[config.mk]
export PLATFORM = sky130hd
export DESIGN_NAME = periodic_waveform_generator_top
export DESIGN_NICKNAME = d
export VERILOG_FILES = /design/src/hdl/pwg_pkg.sv /design/src/hdl/pwg_front.sv /design/src/hdl/pwg_queue.sv /design/src/hdl/pwg_back.sv /design/src/hdl/periodic_waveform_generator_top.sv
export SDC_FILE = /design/constraint.sdc
export NUM_CORES = 2
export LEC_CHECK = 0
export BUFFER_PORTS_ARGS = -buffer_cell sky130_fd_sc_hd__buf_4
export CAP_MARGIN = 20
export CELL_PAD_IN_SITES_DETAIL_PLACEMENT = 1
export CELL_PAD_IN_SITES_GLOBAL_PLACEMENT = 2
export CORE_MARGIN = 4
export CORE_UTILIZATION = 47
export DETAILED_ROUTE_END_ITERATION = 6
export PLACE_DENSITY_LB_ADDON = 0.1
export SLEW_MARGIN = 10
export SYNTH_ARGS = -nofsm -noshare
export SYNTH_HDL_FRONTEND = slang
export SYNTH_SLANG_ARGS = --single-unit
[constraint.sdc]
create_clock -name clock -period 29.4 [get_ports clock]
set_input_delay 1.47 -clock clock [delete_from_list [all_inputs] [get_ports clock]]
set_output_delay 1.47 -clock clock [all_outputs]
set_load 0.05 [all_outputs]
[src/hdl/pwg_pkg.sv]
`timescale 1ns / 1ps
// Shared types, constants and the sine table of the periodic waveform generator.
// Used by every module of the block; depends on nothing else.
package pwg_pkg;

   // Points in one period of the waveform (4 to 256)
   localparam int POINTS = 20;
   localparam int IDX_W  = $clog2(POINTS);

   // Depth of the queue between the tick front end and the sample pipeline
   localparam int QUEUE_DEPTH = 4;
   localparam int QPTR_W      = $clog2(QUEUE_DEPTH);
   localparam int QCNT_W      = $clog2(QUEUE_DEPTH + 1);

   // Configuration port geometry
   localparam int CSR_IDX_W  = 2;
   localparam int CSR_DATA_W = 32;

   // Fixed-point constants of the sine series
   localparam longint HALF_PI_Q30 = 64'sd1686629713;
   localparam longint ONE_Q30     = 64'sd1073741824;

   // Term divisors (n+1)(n+2) of the series, sine terms and cosine terms
   localparam longint SIN_SERIES_DIV [7] = '{6, 20, 42, 72, 110, 156, 210};
   localparam longint COS_SERIES_DIV [7] = '{2, 12, 30, 56, 90, 132, 182};

   typedef enum logic [1:0] {
      SHAPE_SINE,
      SHAPE_SQUARE,
      SHAPE_TRIANGLE,
      SHAPE_SAWTOOTH
   } shape_type;

   typedef enum logic [CSR_IDX_W-1:0] {
      CSR_WAVE_SHAPE,
      CSR_AMPLITUDE,
      CSR_OFFSET_LEVEL,
      CSR_POINT_PERIOD
   } csr_index_type;

   // Waveform settings seen by the sample pipeline
   typedef struct packed {
      shape_type   shape;
      logic [16:0] amplitude;
      logic [16:0] offset_level;
   } wave_cfg_type;

   // One point handed from the front end to the queue
   typedef struct packed {
      logic       valid;
      logic [7:0] idx;
   } point_push_type;

   // Queue status seen by both sides
   typedef struct packed {
      logic empty;
      logic full;
   } queue_status_type;

   typedef logic signed [17:0] sine_tab_type [POINTS];

   // sin(2*pi*i/POINTS) in Q.16: quadrant split, then an 8-term series in Q.30
   function automatic logic signed [17:0] pwg_sine_q16(int i);
      longint k;
      longint q;
      longint r;
      longint x;
      longint x2;
      longint term;
      longint sum;
      longint v;
      bit     use_cos;
      k       = 4 * longint'(i);
      q       = (k / POINTS) % 4;
      r       = k % POINTS;
      x       = HALF_PI_Q30 * r / POINTS;
      x2      = (x * x) >>> 30;
      use_cos = (q % 2) != 0;
      term    = use_cos ? ONE_Q30 : x;
      sum     = term;
      for (int s = 0; s < 7; s++) begin
         term = (term * x2) >>> 30;
         if (use_cos) begin
            term = term / COS_SERIES_DIV[s];
         end else begin
            term = term / SIN_SERIES_DIV[s];
         end
         if ((s % 2) != 0) begin
            sum = sum + term;
         end else begin
            sum = sum - term;
         end
      end
      if (sum < 0) begin
         sum = 0;
      end
      v = (sum + 8192) >>> 14;
      if (v > 65536) begin
         v = 65536;
      end
      return 18'((q >= 2) ? -v : v);
   endfunction

   function automatic sine_tab_type pwg_sine_table();
      sine_tab_type t;
      for (int j = 0; j < POINTS; j++) begin
         t[j] = pwg_sine_q16(j);
      end
      return t;
   endfunction

   localparam sine_tab_type SINE_TAB = pwg_sine_table();

endpackage

[src/hdl/pwg_front.sv]
`timescale 1ns / 1ps
// Tick front end: takes tick/restart items, keeps the tick count and phase index,
// and queues the phase index of every point that is due. Depends on pwg_pkg.
module pwg_front (
   input  logic                      clock,
   input  logic                      reset,
   input  logic                      req_valid,
   output logic                      req_stall,
   input  logic                      req_tick,
   input  logic                      req_restart,
   input  logic [31:0]               point_period,
   input  pwg_pkg::queue_status_type q_status,
   output pwg_pkg::point_push_type   q_push
);
   import pwg_pkg::*;

   logic [7:0]  phase_ff, phase_in;
   logic [31:0] tcount_ff, tcount_in;

   logic        accept;
   logic [7:0]  phase_cur;
   logic [31:0] tcount_cur;
   logic [31:0] period_eff;
   logic [32:0] tcount_next;
   logic [8:0]  phase_plus;
   logic        point_due;

   // Hold off new items while the queue has no room
   assign req_stall = q_status.full;
   assign accept    = req_valid && !q_status.full;

   // Restart clears the state before the tick of the same item is looked at
   always_comb begin
      phase_cur   = req_restart ? 8'd0 : phase_ff;
      tcount_cur  = req_restart ? 32'd0 : tcount_ff;
      period_eff  = (point_period == 32'd0) ? 32'd1 : point_period;
      tcount_next = {1'b0, tcount_cur} + 33'd1;
      phase_plus  = {1'b0, phase_cur} + 9'd1;
      point_due   = req_tick && (tcount_cur == 32'd0);

      phase_in  = phase_ff;
      tcount_in = tcount_ff;
      if (accept) begin
         phase_in  = phase_cur;
         tcount_in = tcount_cur;
         if (point_due) begin
            phase_in = (phase_plus >= 9'(POINTS)) ? 8'd0 : phase_plus[7:0];
         end
         if (req_tick) begin
            tcount_in = (tcount_next >= {1'b0, period_eff}) ? 32'd0 : tcount_next[31:0];
         end
      end
   end

   // Point due: push its phase index
   assign q_push.valid = accept && point_due;
   assign q_push.idx   = phase_cur;

   always_ff @(posedge clock) begin
      if (reset) begin
         phase_ff  <= 8'd0;
         tcount_ff <= 32'd0;
      end else begin
         phase_ff  <= phase_in;
         tcount_ff <= tcount_in;
      end
   end

endmodule

[src/hdl/pwg_queue.sv]
`timescale 1ns / 1ps
// Short point queue between the tick front end and the sample pipeline.
// Depends on pwg_pkg for its depth and the push/status structs.
module pwg_queue (
   input  logic                      clock,
   input  logic                      reset,
   input  pwg_pkg::point_push_type   q_push,
   input  logic                      q_pop,
   output logic [7:0]                q_idx,
   output pwg_pkg::queue_status_type q_status
);
   import pwg_pkg::*;

   logic [7:0]        entry_ff [QUEUE_DEPTH];
   logic [QPTR_W-1:0] wr_ptr_ff, wr_ptr_in;
   logic [QPTR_W-1:0] rd_ptr_ff, rd_ptr_in;
   logic [QCNT_W-1:0] count_ff, count_in;

   // Pointer and fill bookkeeping
   always_comb begin
      wr_ptr_in = q_push.valid ? QPTR_W'(wr_ptr_ff + 1'b1) : wr_ptr_ff;
      rd_ptr_in = q_pop ? QPTR_W'(rd_ptr_ff + 1'b1) : rd_ptr_ff;
      count_in  = count_ff;
      if (q_push.valid && !q_pop) begin
         count_in = count_ff + QCNT_W'(1);
      end else if (!q_push.valid && q_pop) begin
         count_in = count_ff - QCNT_W'(1);
      end
   end

   always_ff @(posedge clock) begin
      if (reset) begin
         wr_ptr_ff <= '0;
         rd_ptr_ff <= '0;
         count_ff  <= '0;
      end else begin
         wr_ptr_ff <= wr_ptr_in;
         rd_ptr_ff <= rd_ptr_in;
         count_ff  <= count_in;
      end
   end

   // Entry storage
   always_ff @(posedge clock) begin
      if (q_push.valid) begin
         entry_ff[wr_ptr_ff] <= q_push.idx;
      end
   end

   assign q_idx          = entry_ff[rd_ptr_ff];
   assign q_status.empty = (count_ff == '0);
   assign q_status.full  = (count_ff == QCNT_W'(QUEUE_DEPTH));

   // Fill stays within the depth
   a_count_bound: assert property (@(posedge clock) disable iff (reset)
      count_ff <= QCNT_W'(QUEUE_DEPTH))
      else $error("point queue overfilled");

   // A push without a pop raises the fill by one
   a_push_counts: assert property (@(posedge clock) disable iff (reset)
      q_push.valid && !q_pop |=> count_ff == $past(count_ff) + QCNT_W'(1))
      else $error("point queue lost a push");

   // The pipeline only pops a filled queue
   a_no_underflow: assert property (@(posedge clock) disable iff (reset)
      q_pop |-> count_ff != '0)
      else $error("point queue popped while empty");

endmodule

[src/hdl/pwg_back.sv]
`timescale 1ns / 1ps
// Sample pipeline: shape lookup, offset plus amplitude times shape, clip and
// scale to 16 bits, with division by the point count for the linear shapes.
// Depends on pwg_pkg for the sine table, the shape codes and the structs.
module pwg_back (
   input  logic                      clock,
   input  logic                      reset,
   input  pwg_pkg::wave_cfg_type     cfg,
   input  pwg_pkg::queue_status_type q_status,
   input  logic [7:0]                q_idx,
   output logic                      q_pop,
   output logic                      rsp_valid,
   input  logic                      rsp_stall,
   output logic [15:0]               rsp_dac_sample,
   output logic [7:0]                rsp_point_index,
   output logic                      rsp_period_start
);
   import pwg_pkg::*;

   typedef struct packed {
      logic [7:0] idx;
      logic       div;
      logic       lo;
      logic       hi;
   } meta_type;

   localparam logic signed [11:0] P12      = 12'(POINTS);
   localparam logic signed [11:0] P3_12    = 12'(3 * POINTS);
   localparam logic signed [36:0] FULL_DIV = 37'(POINTS * 65536);
   localparam logic signed [36:0] FULL_PWR = 37'sh1_0000_0000;
   localparam logic [31:0]        RECIP    = 32'((64'd1 << 32) / POINTS);
   localparam logic [23:0]        P24      = 24'(POINTS);

   logic        adv;
   logic [6:0]  valid_ff;

   meta_type           m1_ff, m2_ff, m3_ff, m4_ff, m5_ff, m6_ff;
   logic signed [17:0] n1_ff;
   logic signed [35:0] prod2_ff;
   logic [32:0]        offd2_ff;
   logic [31:0]        tot3_ff;
   logic [15:0]        samp4_ff, samp5_ff, samp6_ff;
   logic [23:0]        z4_ff, z5_ff, z6_ff;
   logic [55:0]        zm5_ff;
   logic [15:0]        q06_ff;
   logic [23:0]        q0p6_ff;
   logic [15:0]        dac_ff;
   logic [7:0]         idx7_ff;
   logic               start7_ff;

   logic [9:0]         two_i;
   logic               first_half;
   logic signed [11:0] four_i;
   logic signed [11:0] lin_n;
   logic signed [17:0] n1_in;
   logic               div1_in;
   logic signed [36:0] tot;
   logic               lo3_in;
   logic               hi3_in;
   logic [47:0]        scaled;
   logic [23:0]        rem;
   logic [15:0]        quot;
   logic [15:0]        dac_in;

   // Whole pipeline moves when the output register is free or being taken
   assign adv   = !valid_ff[6] || !rsp_stall;
   assign q_pop = adv && !q_status.empty;

   // Stage 1: shape value as numerator over a power of two or over POINTS
   always_comb begin
      two_i      = {1'b0, q_idx, 1'b0};
      first_half = two_i < 10'(POINTS);
      four_i     = $signed({2'b00, q_idx, 2'b00});
      lin_n      = 12'sd0;
      n1_in      = 18'sd0;
      div1_in    = 1'b0;
      unique case (cfg.shape)
         SHAPE_SINE: begin
            n1_in = SINE_TAB[q_idx[IDX_W-1:0]];
         end
         SHAPE_SQUARE: begin
            n1_in = first_half ? 18'sd65536 : -18'sd65536;
         end
         SHAPE_TRIANGLE: begin
            lin_n   = first_half ? (four_i - P12) : (P3_12 - four_i);
            n1_in   = {{6{lin_n[11]}}, lin_n};
            div1_in = 1'b1;
         end
         SHAPE_SAWTOOTH: begin
            lin_n   = $signed({3'b000, q_idx, 1'b0}) - P12;
            n1_in   = {{6{lin_n[11]}}, lin_n};
            div1_in = 1'b1;
         end
      endcase
   end

   // Stage 3: total and clip decision against full scale
   always_comb begin
      tot    = $signed({4'b0000, offd2_ff}) + $signed({prod2_ff[35], prod2_ff});
      lo3_in = tot[36] || (tot == 37'sd0);
      hi3_in = !lo3_in && (tot >= (m2_ff.div ? FULL_DIV : FULL_PWR));
   end

   // Stage 4: times 0xFFFF by shift and subtract
   assign scaled = {tot3_ff, 16'd0} - {16'd0, tot3_ff};

   // Stage 7: quotient correction and final clip
   always_comb begin
      rem  = z6_ff - q0p6_ff;
      quot = (rem >= P24) ? q06_ff + 16'd1 : q06_ff;
      if (m6_ff.lo) begin
         dac_in = 16'd0;
      end else if (m6_ff.hi) begin
         dac_in = 16'hFFFF;
      end else begin
         dac_in = m6_ff.div ? quot : samp6_ff;
      end
   end

   // Stage valid bits
   always_ff @(posedge clock) begin
      if (reset) begin
         valid_ff <= '0;
      end else if (adv) begin
         valid_ff <= {valid_ff[5:0], q_pop};
      end
   end

   // Stage payloads
   always_ff @(posedge clock) begin
      if (adv) begin
         m1_ff     <= '{idx: q_idx, div: div1_in, lo: 1'b0, hi: 1'b0};
         n1_ff     <= n1_in;

         m2_ff     <= m1_ff;
         prod2_ff  <= $signed({1'b0, cfg.amplitude}) * n1_ff;
         offd2_ff  <= m1_ff.div ? 33'(cfg.offset_level) * 33'(POINTS)
                                : {cfg.offset_level, 16'd0};

         m3_ff     <= '{idx: m2_ff.idx, div: m2_ff.div, lo: lo3_in, hi: hi3_in};
         tot3_ff   <= tot[31:0];

         m4_ff     <= m3_ff;
         samp4_ff  <= scaled[47:32];
         z4_ff     <= scaled[39:16];

         m5_ff     <= m4_ff;
         samp5_ff  <= samp4_ff;
         z5_ff     <= z4_ff;
         zm5_ff    <= {32'd0, z4_ff} * {24'd0, RECIP};

         m6_ff     <= m5_ff;
         samp6_ff  <= samp5_ff;
         z6_ff     <= z5_ff;
         q06_ff    <= zm5_ff[47:32];
         q0p6_ff   <= 24'({8'd0, zm5_ff[47:32]} * P24);

         dac_ff    <= dac_in;
         idx7_ff   <= m6_ff.idx;
         start7_ff <= (m6_ff.idx == 8'd0);
      end
   end

   assign rsp_valid        = valid_ff[6];
   assign rsp_dac_sample   = dac_ff;
   assign rsp_point_index  = idx7_ff;
   assign rsp_period_start = start7_ff;

endmodule

[src/hdl/periodic_waveform_generator_top.sv]
`timescale 1ns / 1ps
// Periodic waveform generator for a 16-bit DAC: control registers, tick front
// end, point queue and sample pipeline. Depends on pwg_pkg and all pwg_ modules.
//
// Takes one tick/restart item every clock cycle while req_stall is low; a
// point is due on the first tick after reset or restart and then every
// point_period ticks, and each due point yields one dac_sample through the
// four-entry point queue and the seven-stage sample pipeline (shape lookup,
// multiply, add and clip, scale, and a reciprocal multiply with one
// correction step for triangle and sawtooth). Results leave at up to one
// per cycle while rsp_stall is low. While rsp_stall holds, the queue
// absorbs up to four further points before req_stall rises.
// Registers take a write on any cycle with csr_write high and should only
// change while no samples are in flight.
module periodic_waveform_generator_top (
   input  logic                             clock,
   input  logic                             reset,
   input  logic                             req_valid,
   output logic                             req_stall,
   input  logic                             req_tick,
   input  logic                             req_restart,
   output logic                             rsp_valid,
   input  logic                             rsp_stall,
   output logic [15:0]                      rsp_dac_sample,
   output logic [7:0]                       rsp_point_index,
   output logic                             rsp_period_start,
   input  logic                             csr_write,
   input  logic [pwg_pkg::CSR_IDX_W-1:0]    csr_index,
   input  logic [pwg_pkg::CSR_DATA_W-1:0]   csr_wdata
);
   import pwg_pkg::*;

   shape_type   shape_ff;
   logic [16:0] amplitude_ff;
   logic [16:0] offset_ff;
   logic [31:0] period_ff;

   wave_cfg_type     cfg;
   point_push_type   q_push;
   queue_status_type q_status;
   logic [7:0]       q_idx;
   logic             q_pop;

   // Control registers
   always_ff @(posedge clock) begin
      if (reset) begin
         shape_ff     <= SHAPE_SINE;
         amplitude_ff <= 17'd32768;
         offset_ff    <= 17'd32768;
         period_ff    <= 32'd1000;
      end else if (csr_write) begin
         unique case (csr_index_type'(csr_index))
            CSR_WAVE_SHAPE:   shape_ff     <= shape_type'(csr_wdata[1:0]);
            CSR_AMPLITUDE:    amplitude_ff <= csr_wdata[16:0];
            CSR_OFFSET_LEVEL: offset_ff    <= csr_wdata[16:0];
            CSR_POINT_PERIOD: period_ff    <= csr_wdata[31:0];
         endcase
      end
   end

   assign cfg.shape        = shape_ff;
   assign cfg.amplitude    = amplitude_ff;
   assign cfg.offset_level = offset_ff;

   pwg_front u_front (
      .clock        (clock),
      .reset        (reset),
      .req_valid    (req_valid),
      .req_stall    (req_stall),
      .req_tick     (req_tick),
      .req_restart  (req_restart),
      .point_period (period_ff),
      .q_status     (q_status),
      .q_push       (q_push)
   );

   pwg_queue u_queue (
      .clock    (clock),
      .reset    (reset),
      .q_push   (q_push),
      .q_pop    (q_pop),
      .q_idx    (q_idx),
      .q_status (q_status)
   );

   pwg_back u_back (
      .clock            (clock),
      .reset            (reset),
      .cfg              (cfg),
      .q_status         (q_status),
      .q_idx            (q_idx),
      .q_pop            (q_pop),
      .rsp_valid        (rsp_valid),
      .rsp_stall        (rsp_stall),
      .rsp_dac_sample   (rsp_dac_sample),
      .rsp_point_index  (rsp_point_index),
      .rsp_period_start (rsp_period_start)
   );

endmodule

==> reports/summary.md <==
Synthesis
• Post-Synth XOR/XNOR Area: 3.671%
• total number of yosys warnings: 0
• sequential cell area fraction in the yosys report: 33.06%
• largest family of logic cells by synthesized area: adder cells
• cell type with the highest aggregate area in the netlist: sky130_fd_sc_hd__edfxtp_1
• share of the synthesized area in the top cell type: 27.11%
• Compound-Gate Fraction of Synth Area: 9.993%
• count of distinct cell types in the synthesized netlist: 79
• nets in the synthesized netlist: 4995
• proportion of synthesized area in mux cells: 0.8480%
• Mapped Cells: 4097
• synthesized area: 41760 µm²
• leading register cell type out of synthesis: sky130_fd_sc_hd__edfxtp_1
• number of register bits inferred by synthesis: 501
• area fraction in and, or, nand and nor cells after synthesis: 12.72%
• post-synthesis adder-cell area fraction: 32.53%
• leading post-synthesis cells by cell area: sky130_fd_sc_hd__edfxtp_1, sky130_fd_sc_hd__fa_1, sky130_fd_sc_hd__ha_1
• post-synthesis average cell area: 10.19 µm²
• Post-synth ARST share: 0%
• number of enable-type register cells in the synthesized netlist: 377

CTS
• post-CTS setup buffer count: 0
• number of buffers inserted during clock tree synthesis: 58
• buffer depth of the longest clock path: 3
• CTS resizes: 0
• CTS tree: yes
• Max H-tree Level: 2
• CTS Root Buffer Type: sky130_fd_sc_hd__clkbuf_16
• CTS hold repair buffers: 0
• number of clock sinks: 501
• later-pin clock latency in the skew report: 0.65 ns
• clock transition at the registers of the reported paths: 0.07 ns

Setup path
• sort of element at the start of the critical path: flop
• CP endpoint kind: flop
• Cell Chain, Critical Path: ha_1 > inv_1 > fa_1 > inv_1 > fa_1 > inv_1 > fa_1 > inv_1 > fa_1 > inv_1 > fa_1 > fa_1 > inv_1 > ha_1 > a21o_1 > a2111oi_0 > o21ai_0 > a211oi_1 > o21ai_0 > a221o_1 > a211o_1 > a21oi_1 > xnor2_1
• type of the setup path with the least slack: flop to flop
• Worst path top cell family by delay: adder cells
• CP Buf/Inv Count: 6
• Max Fanout on Critical Path: 4
• Largest stage delay, worst path: 0.68 ns
• endpoint arrival time on the critical path: 8.26 ns
• data required time at the worst endpoint: 29.80 ns
• Crit-path slowest cell: sky130_fd_sc_hd__fa_1

STA
• setup repair after global routing missed its margin: false
• minimum hold slack: 0.4063 ns
• final hold violation count: 0
• number of pins exceeding their max-slew limit in the final report: 0
• Final Critical Period: 7.866 ns
• portion of the clock cycle consumed by the worst path in the final layout: 26.76%
• setup violation total in the final timing report: 0
• clk_skew: 0.03925 ns
• Achievable Freq: 127.1 MHz
• Setup TNS Final: 0 ns
• relative slew slack: 29.25%
• transition time at the pin with the least slew margin: 1.050 ns

Run
• Max-Cap Viols: 0

Detailed routing
• ratio of routed vias to standard cells: 5.499
• Routed WL: 114900 µm
• detailed-route via count: 29250
• DRC errors left: 0
• total iterations of the first detailed-routing run: 5
• initial drt markers: 1854
• routed wirelength normalized by instance count: 21.59 µm
• post-route antenna net violation count: 0

Placement
• number of buffers added on ports: 67
• Area after DPL: 43360 µm²
• half-perimeter wire length after placement: 90410 µm
• GP Congestion: 0.8378

Global route
• aggregate global routing overflow: 0
• largest net degree at the start of global routing: 163
• via count of the first global-routing pass: 31440
• GRT Util Overall: 24.93%
• wire length of the first global-routing pass: 183200 µm
• antenna violations before repair: 3

Finish
• Layout Cell Area excl Fill: 45370 µm²
• final net count: 5003
• count of fill cells added during filler insertion: 9678
• share of post-route cells with drive strength above 1: 5.415%
• Area growth syn-to-layout: 8.663%
• ant diodes: 0

Floorplanning
• initial cell density of the core: 47.32%
• Die Ht: 306.1 µm
• Die Outline Area: 93670 µm²
• DIE WIDTH: 306.1 µm
• number of top-level pins: 68
• standard-cell rows: 109
• Core Region: 88240 µm²

Min path
• worst hold-check path type: flop to flop

Outcome
• outcome: completed

[synthesized netlist by cell type (all sizes together), types with 13 or more instances]
cell type / number
or3: 13
edfxtp: 377
fa: 381
and3: 30
nor2b: 54
xnor2: 121
nand3: 60
a211oi: 31
o21ai: 98
nor2: 166
and2: 126
dfxtp: 124
o21a: 28
a22o: 29
clkbuf: 128
nand4: 35
mux2i: 14
ha: 476
nor3: 46
nand2: 441
o21bai: 20
inv: 662
o211ai: 29
a21o: 64
nor4: 30
a21oi: 225
xor2: 54
a211o: 14
nand2b: 48
[per-layer routing]
layer  routed length (µm)  global-route usage (%)  part of all wire [%]  vias to the layer above
met2                51640                   39.11                    45                      535
met3                 5266                   3.164                   4.6                      118
met4                 2868                   6.116                   2.5                        2
li1                     -                       -                     -                    13730
met5                   13                       0                 0.011                        -
met1                55080                   36.95                    48                    14870
[kinds of logic (layout without fill, tap and decap cells)]
logic type / Yosys count / count (layout)
simple gates: 1101 / 1101
fa+ha+maj: 857 / 857
buf+inv: 798 / 856
compound gates: 637 / 637
flops: 501 / 501
xor+xnor: 175 / 175
mux: 28 / 28
[area by class of cell]
class                           instances  area, µm²  share of cell area, %
Inverter                              662       2485                  5.477
Timing Repair Buffer                   84      650.6                  1.434
Tap cell                             1165       1458                  3.213
Sequential cell                       501      13800                  30.42
Clock inverter                         44      495.5                  1.092
Multi-Input combinational cell       2798      24980                  55.05
Clock buffer                           66       1501                  3.309
[metrics by stage]
stage / setup WS, ns / util (%) / std cells
6_report: 21.53 / 51.42 / 5320
5_1_grt: 21.07 / 51.42 / 5320
4_1_cts: 21.48 / 51.41 / 5319
3_5_place_dp: 21.49 / 49.14 / 5209
3_3_place_gp: 21.61 / 49.13 / 5208
2_1_floorplan: 17.73 / - / 4097
[cells in the final DEF (no fill, tap or decap), types with 12 or more instances in the layout]
master	netlist	layout
sky130_fd_sc_hd__nand2_1	441	440
sky130_fd_sc_hd__nand2b_1	48	48
sky130_fd_sc_hd__buf_4	0	81
sky130_fd_sc_hd__o21ai_0	91	91
sky130_fd_sc_hd__and2_1	126	126
sky130_fd_sc_hd__clkinv_2	0	12
sky130_fd_sc_hd__nand3_1	60	60
sky130_fd_sc_hd__edfxtp_1	377	377
sky130_fd_sc_hd__a21oi_1	223	222
sky130_fd_sc_hd__nor3_1	45	45
sky130_fd_sc_hd__o211ai_1	29	29
sky130_fd_sc_hd__nor2_1	166	166
sky130_fd_sc_hd__a22o_1	29	29
sky130_fd_sc_hd__clkbuf_16	0	58
sky130_fd_sc_hd__xnor2_1	121	121
sky130_fd_sc_hd__nand4_1	35	35
sky130_fd_sc_hd__or2_2	12	12
sky130_fd_sc_hd__a21o_1	64	64
sky130_fd_sc_hd__o21a_1	28	28
sky130_fd_sc_hd__nor2b_1	54	54
sky130_fd_sc_hd__dfxtp_1	124	124
sky130_fd_sc_hd__o21bai_1	20	20
sky130_fd_sc_hd__xor2_1	54	54
sky130_fd_sc_hd__o31ai_1	12	12
sky130_fd_sc_hd__ha_1	476	476
sky130_fd_sc_hd__fa_1	381	381
sky130_fd_sc_hd__nor4_1	30	29
sky130_fd_sc_hd__a211oi_1	31	31
sky130_fd_sc_hd__a211o_1	13	13
sky130_fd_sc_hd__or3_1	13	13
sky130_fd_sc_hd__inv_1	662	662
sky130_fd_sc_hd__and3_1	28	28
sky130_fd_sc_hd__mux2i_1	14	14
[state kept, by name, indices dropped and copies added, names as in the netlist, 11 cells and up, named ones only]
name                   count
amplitude_ff              17
offset_ff                 17
period_ff                 32
u_back.m3_ff              11
u_back.m4_ff              11
u_back.m5_ff              11
u_back.m6_ff              11
u_back.n1_ff              18
u_back.offd2_ff           31
u_back.prod2_ff           36
u_back.q06_ff             16
u_back.q0p6_ff            17
u_back.rsp_dac_sample     16
u_back.tot3_ff            32
u_back.z4_ff              23
u_back.z5_ff              21
u_back.z6_ff              21
u_back.zm5_ff             16
u_front.tcount_ff         32
u_queue.entry_ff          32
[path summary, 6_finish.rpt]
check | startpoint | endpoint | slack [ns] | depth (start not counted)
worst max-delay path | u_back.z4_ff[18] | u_back.zm5_ff[47] | 21.53 | 23
worst min-delay path | u_back.m1_ff[6] | u_back.m2_ff[6] | 0.41 | 0
worst max register to register | u_back.z4_ff[18] | u_back.zm5_ff[47] | 21.53 | 23
worst min register to register | u_back.m1_ff[6] | u_back.m2_ff[6] | 0.41 | 0
Power is not shown: default switching activity piles up to over one toggle a cycle in this logic, so the estimate is an artifact.
